`config.mk`:
```
export PLATFORM = sky130hd
export DESIGN_NAME = average_nearest_palette_classifier_unit
export DESIGN_NICKNAME = d
export VERILOG_FILES = /design/src/rtl/core/anpc_pkg.sv /design/src/rtl/core/average_nearest_palette_classifier_unit.sv
export SDC_FILE = /design/constraint.sdc
export NUM_CORES = 2
export LEC_CHECK = 0
export BUFFER_PORTS_ARGS = -buffer_cell sky130_fd_sc_hd__buf_4
export CAP_MARGIN = 30
export CORE_MARGIN = 1.5
export CORE_UTILIZATION = 50
export DETAILED_ROUTE_END_ITERATION = 6
export PLACE_DENSITY = 0.67
export SLEW_MARGIN = 20
export SYNTH_ARGS = -nofsm -noshare
export SYNTH_HDL_FRONTEND = slang
export SYNTH_SLANG_ARGS = --single-unit
```
`constraint.sdc`:
```
create_clock -name clk -period 6.3 [get_ports clk]
set_input_delay 0.945 -clock clk [delete_from_list [all_inputs] [get_ports clk]]
set_output_delay 0.945 -clock clk [all_outputs]
set_load 0.01 [all_outputs]
```
`src/rtl/core/anpc_pkg.sv`:
```
package anpc_pkg;

  // Field and storage widths.
  localparam int CH_W      = 8;
  localparam int SUM_W     = 12;
  localparam int DIST_W    = 10;
  localparam int CODE_W    = 3;
  localparam int PAL_N     = 6;
  localparam int PAL_W     = 24;
  localparam int CFG_IDX_W = 3;

  // Largest L1 distance between two 8-bit colors.
  localparam int DIST_MAX  = 765;

  typedef logic [CH_W-1:0]      chan_t;
  typedef logic [SUM_W-1:0]     sum_t;
  typedef logic [DIST_W-1:0]    dist_t;
  typedef logic [CODE_W-1:0]    code_t;
  typedef logic [PAL_W-1:0]     color_t;
  typedef logic [CFG_IDX_W-1:0] cfg_idx_t;

  // Palette contents after reset, packed red, green, blue.
  localparam color_t PAL_RESET [PAL_N] = '{
    24'hC83264, 24'h1EAA3C, 24'h00A0FF, 24'hAAC81E, 24'hC86432, 24'hB4B4B4
  };

endpackage

```
`src/rtl/core/average_nearest_palette_classifier_unit.sv`:
```
// Averages groups of SAMPLES pixel words per channel (truncating) and classifies the
// average color against six programmable palette colors by L1 distance, the lowest
// index winning a tie. One input word is taken every cycle unless a full pipeline holds
// in_ready low; the group's sums pass the group, average, distance and output registers
// in turn. The rate is set by the per-channel accumulate adder, which takes one word per
// cycle. The average, distance and minimum-select stages are pipelined, so a group may
// complete while an earlier result still waits at the output. Palette registers are
// written through the cfg port, and indexes 6 and 7 are ignored.
module average_nearest_palette_classifier_unit #(
  parameter int SAMPLES = 10
) (
  input  logic                      clk,
  input  logic                      rst_n,
  // Configuration write port
  input  logic                      cfg_we,
  input  anpc_pkg::cfg_idx_t        cfg_idx,
  input  anpc_pkg::color_t          cfg_wdata,
  // Input word channel
  input  logic                      in_valid,
  output logic                      in_ready,
  input  anpc_pkg::chan_t           in_red,
  input  anpc_pkg::chan_t           in_green,
  input  anpc_pkg::chan_t           in_blue,
  // Result word channel
  output logic                      out_valid,
  input  logic                      out_ready,
  output anpc_pkg::code_t           out_color_code,
  output anpc_pkg::chan_t           out_avg_red,
  output anpc_pkg::chan_t           out_avg_green,
  output anpc_pkg::chan_t           out_avg_blue,
  output anpc_pkg::dist_t           out_min_distance
);

  localparam int CNT_W   = (SAMPLES > 1) ? $clog2(SAMPLES) : 1;
  // Reciprocal multiply: floor(x / SAMPLES) == (x * DIV_MUL) >> DIV_SH for 12-bit x.
  localparam int DIV_SH  = anpc_pkg::SUM_W + $clog2(SAMPLES);
  localparam int DIV_MUL = ((1 << DIV_SH) + SAMPLES - 1) / SAMPLES;
  localparam int MUL_W   = anpc_pkg::SUM_W + 2;
  localparam int PROD_W  = anpc_pkg::SUM_W + MUL_W;

  // Absolute difference of two channel values.
  function automatic anpc_pkg::chan_t abs_diff(anpc_pkg::chan_t a, anpc_pkg::chan_t b);
    return (a > b) ? (a - b) : (b - a);
  endfunction

  // L1 distance between an average and one packed palette color.
  function automatic anpc_pkg::dist_t l1_dist(anpc_pkg::chan_t r, anpc_pkg::chan_t g,
                                              anpc_pkg::chan_t b, anpc_pkg::color_t p);
    return anpc_pkg::DIST_W'(abs_diff(r, p[23:16]))
         + anpc_pkg::DIST_W'(abs_diff(g, p[15:8]))
         + anpc_pkg::DIST_W'(abs_diff(b, p[7:0]));
  endfunction

  // Truncating division of a channel sum by SAMPLES.
  function automatic anpc_pkg::chan_t div_samples(anpc_pkg::sum_t s);
    logic [PROD_W-1:0] prod;
    prod = PROD_W'(s) * PROD_W'(MUL_W'(DIV_MUL));
    return anpc_pkg::CH_W'(prod >> DIV_SH);
  endfunction

  anpc_pkg::color_t pal_r [anpc_pkg::PAL_N];

  anpc_pkg::sum_t   red_sum_r, green_sum_r, blue_sum_r;
  logic [CNT_W-1:0] cnt_r;

  logic             grp_vld_r;
  anpc_pkg::sum_t   grp_red_r, grp_green_r, grp_blue_r;

  logic             avg_vld_r;
  anpc_pkg::chan_t  avg_red_r, avg_green_r, avg_blue_r;

  logic             dst_vld_r;
  anpc_pkg::chan_t  dst_red_r, dst_green_r, dst_blue_r;
  anpc_pkg::dist_t  dst_r [anpc_pkg::PAL_N];

  logic             out_vld_r;
  anpc_pkg::code_t  out_code_r;
  anpc_pkg::chan_t  out_red_r, out_green_r, out_blue_r;
  anpc_pkg::dist_t  out_dist_r;

  logic             out_free, dst_free, avg_free, grp_free;
  logic             in_fire, last_word;
  anpc_pkg::sum_t   red_sum_nxt, green_sum_nxt, blue_sum_nxt;

  anpc_pkg::dist_t  min_a, min_b, min_c, min_ab, min_nxt;
  anpc_pkg::code_t  idx_a, idx_b, idx_c, idx_ab, code_nxt;

  // Stage handshake: each stage loads when it is empty or its word moves on.
  assign out_free = !out_vld_r || out_ready;
  assign dst_free = !dst_vld_r || out_free;
  assign avg_free = !avg_vld_r || dst_free;
  assign grp_free = !grp_vld_r || avg_free;
  assign in_ready = grp_free;
  assign in_fire  = in_valid && in_ready;

  assign last_word    = (cnt_r == CNT_W'(SAMPLES - 1));
  assign red_sum_nxt   = red_sum_r   + anpc_pkg::SUM_W'(in_red);
  assign green_sum_nxt = green_sum_r + anpc_pkg::SUM_W'(in_green);
  assign blue_sum_nxt  = blue_sum_r  + anpc_pkg::SUM_W'(in_blue);

  // Palette registers; writes to unused indexes fall through.
  always_ff @(posedge clk) begin
    if (!rst_n) begin
      for (int i = 0; i < anpc_pkg::PAL_N; i++) pal_r[i] <= anpc_pkg::PAL_RESET[i];
    end else if (cfg_we) begin
      for (int i = 0; i < anpc_pkg::PAL_N; i++) begin
        if (cfg_idx == anpc_pkg::CFG_IDX_W'(i)) pal_r[i] <= cfg_wdata;
      end
    end
  end

  // Group accumulators and sample counter.
  always_ff @(posedge clk) begin
    if (!rst_n) begin
      red_sum_r   <= '0;
      green_sum_r <= '0;
      blue_sum_r  <= '0;
      cnt_r       <= '0;
    end else if (in_fire) begin
      if (last_word) begin
        red_sum_r   <= '0;
        green_sum_r <= '0;
        blue_sum_r  <= '0;
        cnt_r       <= '0;
      end else begin
        red_sum_r   <= red_sum_nxt;
        green_sum_r <= green_sum_nxt;
        blue_sum_r  <= blue_sum_nxt;
        cnt_r       <= cnt_r + CNT_W'(1);
      end
    end
  end

  // Completed group sums.
  always_ff @(posedge clk) begin
    if (!rst_n) begin
      grp_vld_r <= 1'b0;
    end else if (grp_free) begin
      grp_vld_r <= in_valid && last_word;
    end
  end

  always_ff @(posedge clk) begin
    if (in_fire && last_word) begin
      grp_red_r   <= red_sum_nxt;
      grp_green_r <= green_sum_nxt;
      grp_blue_r  <= blue_sum_nxt;
    end
  end

  // Averages by reciprocal multiply.
  always_ff @(posedge clk) begin
    if (!rst_n) begin
      avg_vld_r <= 1'b0;
    end else if (avg_free) begin
      avg_vld_r <= grp_vld_r;
    end
  end

  always_ff @(posedge clk) begin
    if (avg_free && grp_vld_r) begin
      avg_red_r   <= div_samples(grp_red_r);
      avg_green_r <= div_samples(grp_green_r);
      avg_blue_r  <= div_samples(grp_blue_r);
    end
  end

  // Distances to all palette colors.
  always_ff @(posedge clk) begin
    if (!rst_n) begin
      dst_vld_r <= 1'b0;
    end else if (dst_free) begin
      dst_vld_r <= avg_vld_r;
    end
  end

  always_ff @(posedge clk) begin
    if (dst_free && avg_vld_r) begin
      dst_red_r   <= avg_red_r;
      dst_green_r <= avg_green_r;
      dst_blue_r  <= avg_blue_r;
      for (int i = 0; i < anpc_pkg::PAL_N; i++) begin
        dst_r[i] <= l1_dist(avg_red_r, avg_green_r, avg_blue_r, pal_r[i]);
      end
    end
  end

  // Minimum select; the higher index wins only when strictly closer.
  always_comb begin
    min_a = dst_r[0];
    idx_a = anpc_pkg::CODE_W'(0);
    if (dst_r[1] < dst_r[0]) begin
      min_a = dst_r[1];
      idx_a = anpc_pkg::CODE_W'(1);
    end
    min_b = dst_r[2];
    idx_b = anpc_pkg::CODE_W'(2);
    if (dst_r[3] < dst_r[2]) begin
      min_b = dst_r[3];
      idx_b = anpc_pkg::CODE_W'(3);
    end
    min_c = dst_r[4];
    idx_c = anpc_pkg::CODE_W'(4);
    if (dst_r[5] < dst_r[4]) begin
      min_c = dst_r[5];
      idx_c = anpc_pkg::CODE_W'(5);
    end
    min_ab = min_a;
    idx_ab = idx_a;
    if (min_b < min_a) begin
      min_ab = min_b;
      idx_ab = idx_b;
    end
    min_nxt  = min_ab;
    code_nxt = idx_ab;
    if (min_c < min_ab) begin
      min_nxt  = min_c;
      code_nxt = idx_c;
    end
  end

  // Output register.
  always_ff @(posedge clk) begin
    if (!rst_n) begin
      out_vld_r <= 1'b0;
    end else if (out_free) begin
      out_vld_r <= dst_vld_r;
    end
  end

  always_ff @(posedge clk) begin
    if (out_free && dst_vld_r) begin
      out_code_r  <= code_nxt;
      out_dist_r  <= min_nxt;
      out_red_r   <= dst_red_r;
      out_green_r <= dst_green_r;
      out_blue_r  <= dst_blue_r;
    end
  end

  assign out_valid        = out_vld_r;
  assign out_color_code   = out_code_r;
  assign out_avg_red      = out_red_r;
  assign out_avg_green    = out_green_r;
  assign out_avg_blue     = out_blue_r;
  assign out_min_distance = out_dist_r;

endmodule

```
# After elaboration in Yosys (flattened, before gate mapping)
# Memory sizes are Yosys's and may differ from the RTL's.
# Cells that the tools add are included.
word_totals:
  reg_bits: 165
  ram_bits: 204
  input_bits: 56
  out_inout_bits: 39
  memories: 2
classes:
  addsub: 52
  mul: 3
  order_cmp: 23
  n_eq_ne: 6
  mux: 65
  bitwise_logic: 6
  n_reduce_logical: 15
mem_list:
  columns: ["name", "depth", "word_bits", "rd", "rd_ports_with_merged_regs", "write_ports", "line", "rtl"]
  rows:
  - ["pal_r", 6, 24, 6, 0, 6, "average_nearest_palette_classifier_unit.sv:61", "anpc_pkg::color_t pal_r [anpc_pkg::PAL_N];"]
  - ["dst_r", 6, 10, 6, 0, 6, "average_nearest_palette_classifier_unit.sv:74", "anpc_pkg::dist_t dst_r [anpc_pkg::PAL_N];"]
ops:
  columns: ["cell", "n"]
  rows:
  - ["subtractor 8 bit", 36]
  - ["greater-than comparator 8 bit", 18]
  - ["2-to-1 mux 24 bit", 6]
  - ["2-to-1 mux 8 bit", 18]
  - ["multiplier 12 x 12 -> 23 bit, second input constant", 3]
  - ["adder 9 x 8 -> 10 bit", 6]
  - ["adder 8 x 8 -> 9 bit", 6]
  - ["< comparator 10 bit", 5]
  - ["2-to-1 mux 10 bit", 5]
  - ["adder 12 x 8 -> 12 bit", 3]
  - ["2-to-1 mux 12 bit", 3]
  - ["2-to-1 mux 1 bit", 30]
  - ["equality test 3 x 2 -> 1 bit, second input constant", 2]
  - ["equality test 3 bit, second input constant", 2]
  - ["logical AND 1 bit", 6]
  - ["2-to-1 mux 3 bit", 2]
  - ["bitwise OR 1 bit", 6]
  - ["adder 4 x 1 -> 4 bit, second input constant", 1]
  - ["equality test 4 bit, second input constant", 1]
  - ["zero test 1 bit", 4]
  - ["logical OR 1 bit", 4]
  - ["2-to-1 mux 4 bit", 1]
  - ["equality test 3 x 1 -> 1 bit, second input constant", 1]
  - ["zero test 3 bit", 1]

# Logic depth before layout (Yosys ltp)
depth:
  word_depth: 7
  ltp_mapped: 29

# Worst setup path before layout
# No wires, ideal clock.
synth_timing:
  path_kind: "register to register"
  start: "memory dst_r[3][7] in the netlist's numbering"
  end: "register out_dist_r[0], in the netlist out_min_distance[0], data pin"
  setup_time_ps: 254
  arrival_time_ps: 5787
  required_time_ps: 6046
  slack_ps: 259
  path_stages_with_launch: 28
  n_path_buf: 4
  cell_sequence: "edfxtp_1 ha_1 a21o_1 a211oi_1 o211ai_1 o21ai_1 clkbuf_1 clkbuf_1 o21a_1 inv_1 ha_1 a21oi_1 nor2_1 a211oi_1 o21ai_0 nor2_1 a31oi_1 buf_2 mux2_2 ha_1 a21o_1 a21o_1 a21o_1 a211oi_1 o21ai_0 o41a_1 buf_2 o21a_1"
synth_lines:
  columns: ["element", "line", "rtl"]
  rows:
  - ["from (decl)", "average_nearest_palette_classifier_unit.sv:74", null]
  - ["to (signal assigned)", "average_nearest_palette_classifier_unit.sv:234", "out_dist_r <= min_nxt;"]
  - ["to (decl)", "average_nearest_palette_classifier_unit.sv:79", "anpc_pkg::dist_t out_dist_r;"]

==> metrics.md <==
| Metric | Value |
|---|---|
| I/O pin count | 95 |
| Ys Warns | 0 |
| Vias per cell | 5.48 |
| Post-DRT Antenna Nets | 0 |
| Register bit total from synthesis | 369 |
| Largest net degree at the start of global routing | 63 |
| Reg-to-reg endpoint | out_min_distance[0] |
| Xor and xnor area share after synthesis | 4.73% |
| DRT Pass-1 Iters | 5 |
| Pwr Total | 8.24 mW |
| Kind of path behind the tightest hold check | reg2reg |
| Clk sinks | 369 |
| Syn_area_per_cell | 10.3 um2 |
| Register area share after synthesis | 29.2% |
| Dpl hpwl | 73.6 mm |
| Via Count | 25.5k |
| Leak | 18.7 nW |
| Maximum VDD drop | 0.210 mV |
| Critical path class | reg2reg |
| CTS Buf Count | 45 |
| Placement Cell Area | 38700 um2 |
| Global-route wire length before repair | 143 mm |
| Top_reg_cell synth | edfxtp_1 |
| Routed WL | 93.4 mm |
| Max-slew violation count | 0 |
| Crit-path max FO | 13 |
| PwrDens | 205 nW/um2 |
| Starting Density | 50.7% |
| Layout cell share with drive strength beyond 1 | 8.60% |
| Grt total ovfl | 0 |
| Outcome | complete, no violations |
| Top cells by count, synth | ha_1 (624), inv_1 (613), edfxtp_1 (325), fa_1 (207), a21oi_1 (183) |
| Post-synthesis compound-gate area fraction | 11.6% |
| Flop2flop setup slack | 440 ps |
| All-Layer GR Usage | 25.3% |
| Main combinational cell family by area after synthesis | adder cells |
| Simple-Gate Fraction of Synth Area | 9.60% |
| Critical Path Source | dst_r[1][3] |
| Req. time, crit path | 6650 ps |
| Critical path capture point type | flop |
| RSZ-0062 raised after global routing | no |
| CTS H-Tree Depth | 2 |
| Post-route DRC | 0 |
| FILL cells | 6371 |
| Die area | 74500 um2 |
| Leading area contributor after synthesis | edfxtp_1 |
| Clock-pin slew on the worst setup and hold paths | 60 ps |
| Hold Buf Count CTS | 0 |
| Endpoints failing setup | 0 |
| Count leader, synth | ha_1 |
| Synth top area cells | edfxtp_1 (27%), ha_1 (21%), fa_1 (11%), inv_1 (6.3%), mux2i_1 (3.2%) |
| Mux cell area share after synthesis | 4.93% |
| Crit path time final | 5860 ps |
| Worst Max-Slew Pin Slew | 806 ps |
| Fin. Hold Viols | 0 |
| Post-Synth Adder-Cell Area | 32.8% |
| Port bufs | 94 |
| Root Driver | clkbuf_16 |
| Worst r2r path cells | 23 |
| Crit path DAT | 6210 ps |
| Final net count | 4560 |
| Top cell type's share of synthesized area | 26.8% |
| Routed length per instance | 20.0 um |
| Core ar. | 71900 um2 |
| Clock tree buffer depth | 3 |
| Max-slew headroom | 45.6% |
| Post-Syn Nets | 4420 |
| Fraction of registers with async set/reset | 0% |
| Die extent in x | 273 um |
| CTS tree | yes |
| CP endpoint | out_min_distance[0] |
| Die height | 273 um |
| Initial antenna violation count | 4 |
| Post-synth EDFFs | 325 |
| Finished Layout Cells | 4660 |
| Worst setup SP type | flop |
| Mapped Area | 36400 um2 |
| Post-route clock skew | 23.4 ps |
| Clock latency on the worst-skew pair | 600 ps |
| DR iter-0 viols | 1551 |
| Max Freq | 171 MHz |
| Std cell rows | 98 |
| Vias in the first global route | 25.4k |
| Count of cell types in the netlist | 82 |
| P&R area growth vs syn | 10.4% |
| Reg2reg start | dst_r[1][3] |
| Final instance area | 40200 um2 |
| Gate Count Post-Synth | 3533 |
| Dpl cells | 4574 |
| Final RePlAce weighted congestion | 0.929 |
| Period utilization | 93.0% |
| Max-cap viol count | 0 |
-- registers in the layout, indices dropped and copies added (netlist names) --
register,cells
avg_blue_r,8
avg_green_r,8
avg_red_r,8
avg_vld_r,1
blue_sum_r,12
cnt_r,4
dst_blue_r,8
dst_green_r,8
dst_r,60
dst_red_r,8
dst_vld_r,1
green_sum_r,12
grp_blue_r,12
grp_green_r,12
grp_red_r,12
grp_vld_r,1
out_avg_blue,8
out_avg_green,8
out_avg_red,8
out_color_code,3
out_min_distance,10
out_valid,1
pal_r,144
red_sum_r,12
-- kinds of logic (layout without fill, tap and decap cells) --
kind of cell / Yosys count / count (layout)
xor gates and xnor gates: 197 / 197
other: 0 / 1
DFF: 369 / 369
AOI/OAI and AO/OA: 635 / 635
adders and majority gates: 831 / 831
and+or+nand+nor: 645 / 645
buffers and inverters: 684 / 860
muxes: 172 / 172
-- metal layers --
metal	share of wire, %	wire (um)	GRT usage [%]
met3	6.0	5640	3.92
met5	0.027	25	0
met2	46	43100	41.8
met1	44	41100	33.6
met4	3.8	3550	8.97
-- final cells by class --
class	count	area (um2)	area share, %
sequential	369	10600	26.4
clock inverter	32	347	0.861
clock buffer	51	1190	2.96
tap	950	1190	2.95
multi-input combinational	2480	23300	58.0
inverter	614	2300	5.73
antenna	1	2.50	0.00622
timing repair buffer	163	1240	3.09
-- through the flow --
stage / utilization [%] / hold slack (ps) / setup TNS [ps] / worst slack (ps)
floorplan: - / 400 / 0 / 259
detailed placement: 53.8 / 405 / 0 / 10.9
finish: 56.0 / 417 / 0 / 440
CTS: 56.0 / 420 / 0 / 136
global route: 56.0 / 421 / 0 / 2.39
global placement: 53.7 / 401 / -2910 / -294
-- power by group --
part | total, mW | internal [mW] | switching [mW]
Combinational | 2.55 | 1.05 | 1.49
Clock | 2.75 | 1.64 | 1.10
Sequential | 2.95 | 2.89 | 0.0609
Total | 8.24 | 5.59 | 2.66
-- placed cells by master, fill, tap and decap left out, types with 49 or more instances in the layout --
master and n:
a21oi_1 183, xnor2_1 134, a21o_1 76, o21ai_1 54, buf_4 161, xor2_1 63
and2_1 118, edfxtp_1 325, or3_1 49, nor2_1 93, mux2i_1 118, nand2_1 112
fa_1 207, ha_1 624, inv_1 613
-- how the worst min path moves through the flow --
| stage | from | to | slack, ps | cells past startpoint |
|---|---|---|---|---|
| final | dst_red_r[2] | out_avg_red[2] | 420 | 0 |
| after global routing | dst_red_r[2] | out_avg_red[2] | 420 | 0 |
| after CTS | dst_red_r[0] | out_avg_red[0] | 420 | 0 |
| after detailed placement | dst_blue_r[6] | out_avg_blue[6] | 400 | 0 |
| after global placement | dst_blue_r[0] | out_avg_blue[0] | 400 | 0 |
| after floorplan | dst_blue_r[0] | out_avg_blue[0] | 400 | 0 |
-- critical path, cell delays in order (launching register included) --
cell and delay, ps:
edfxtp_1 390, ha_1 330, a21o_1 180, a21oi_1 150, nor3b_1 60, or3_1 390, buf_4 190, mux2i_1 290
ha_1 310, a21o_1 160, a21o_1 170, a21oi_1 140, o21ai_1 110, nor2_1 190, a31oi_4 150, buf_4 200
mux2_2 280, ha_1 300, a21o_1 160, a21o_1 170, a211oi_1 210, o21ai_0 170, o41a_2 680, o21a_1 240
-- repair_timing --
action                     CTS  global route
gates resized for setup      1             2
buffers inserted             0             2
setup endpoints to repair    4            13
pin swaps                    0             1
No activity file was read; power rests on OpenSTA's default activity.
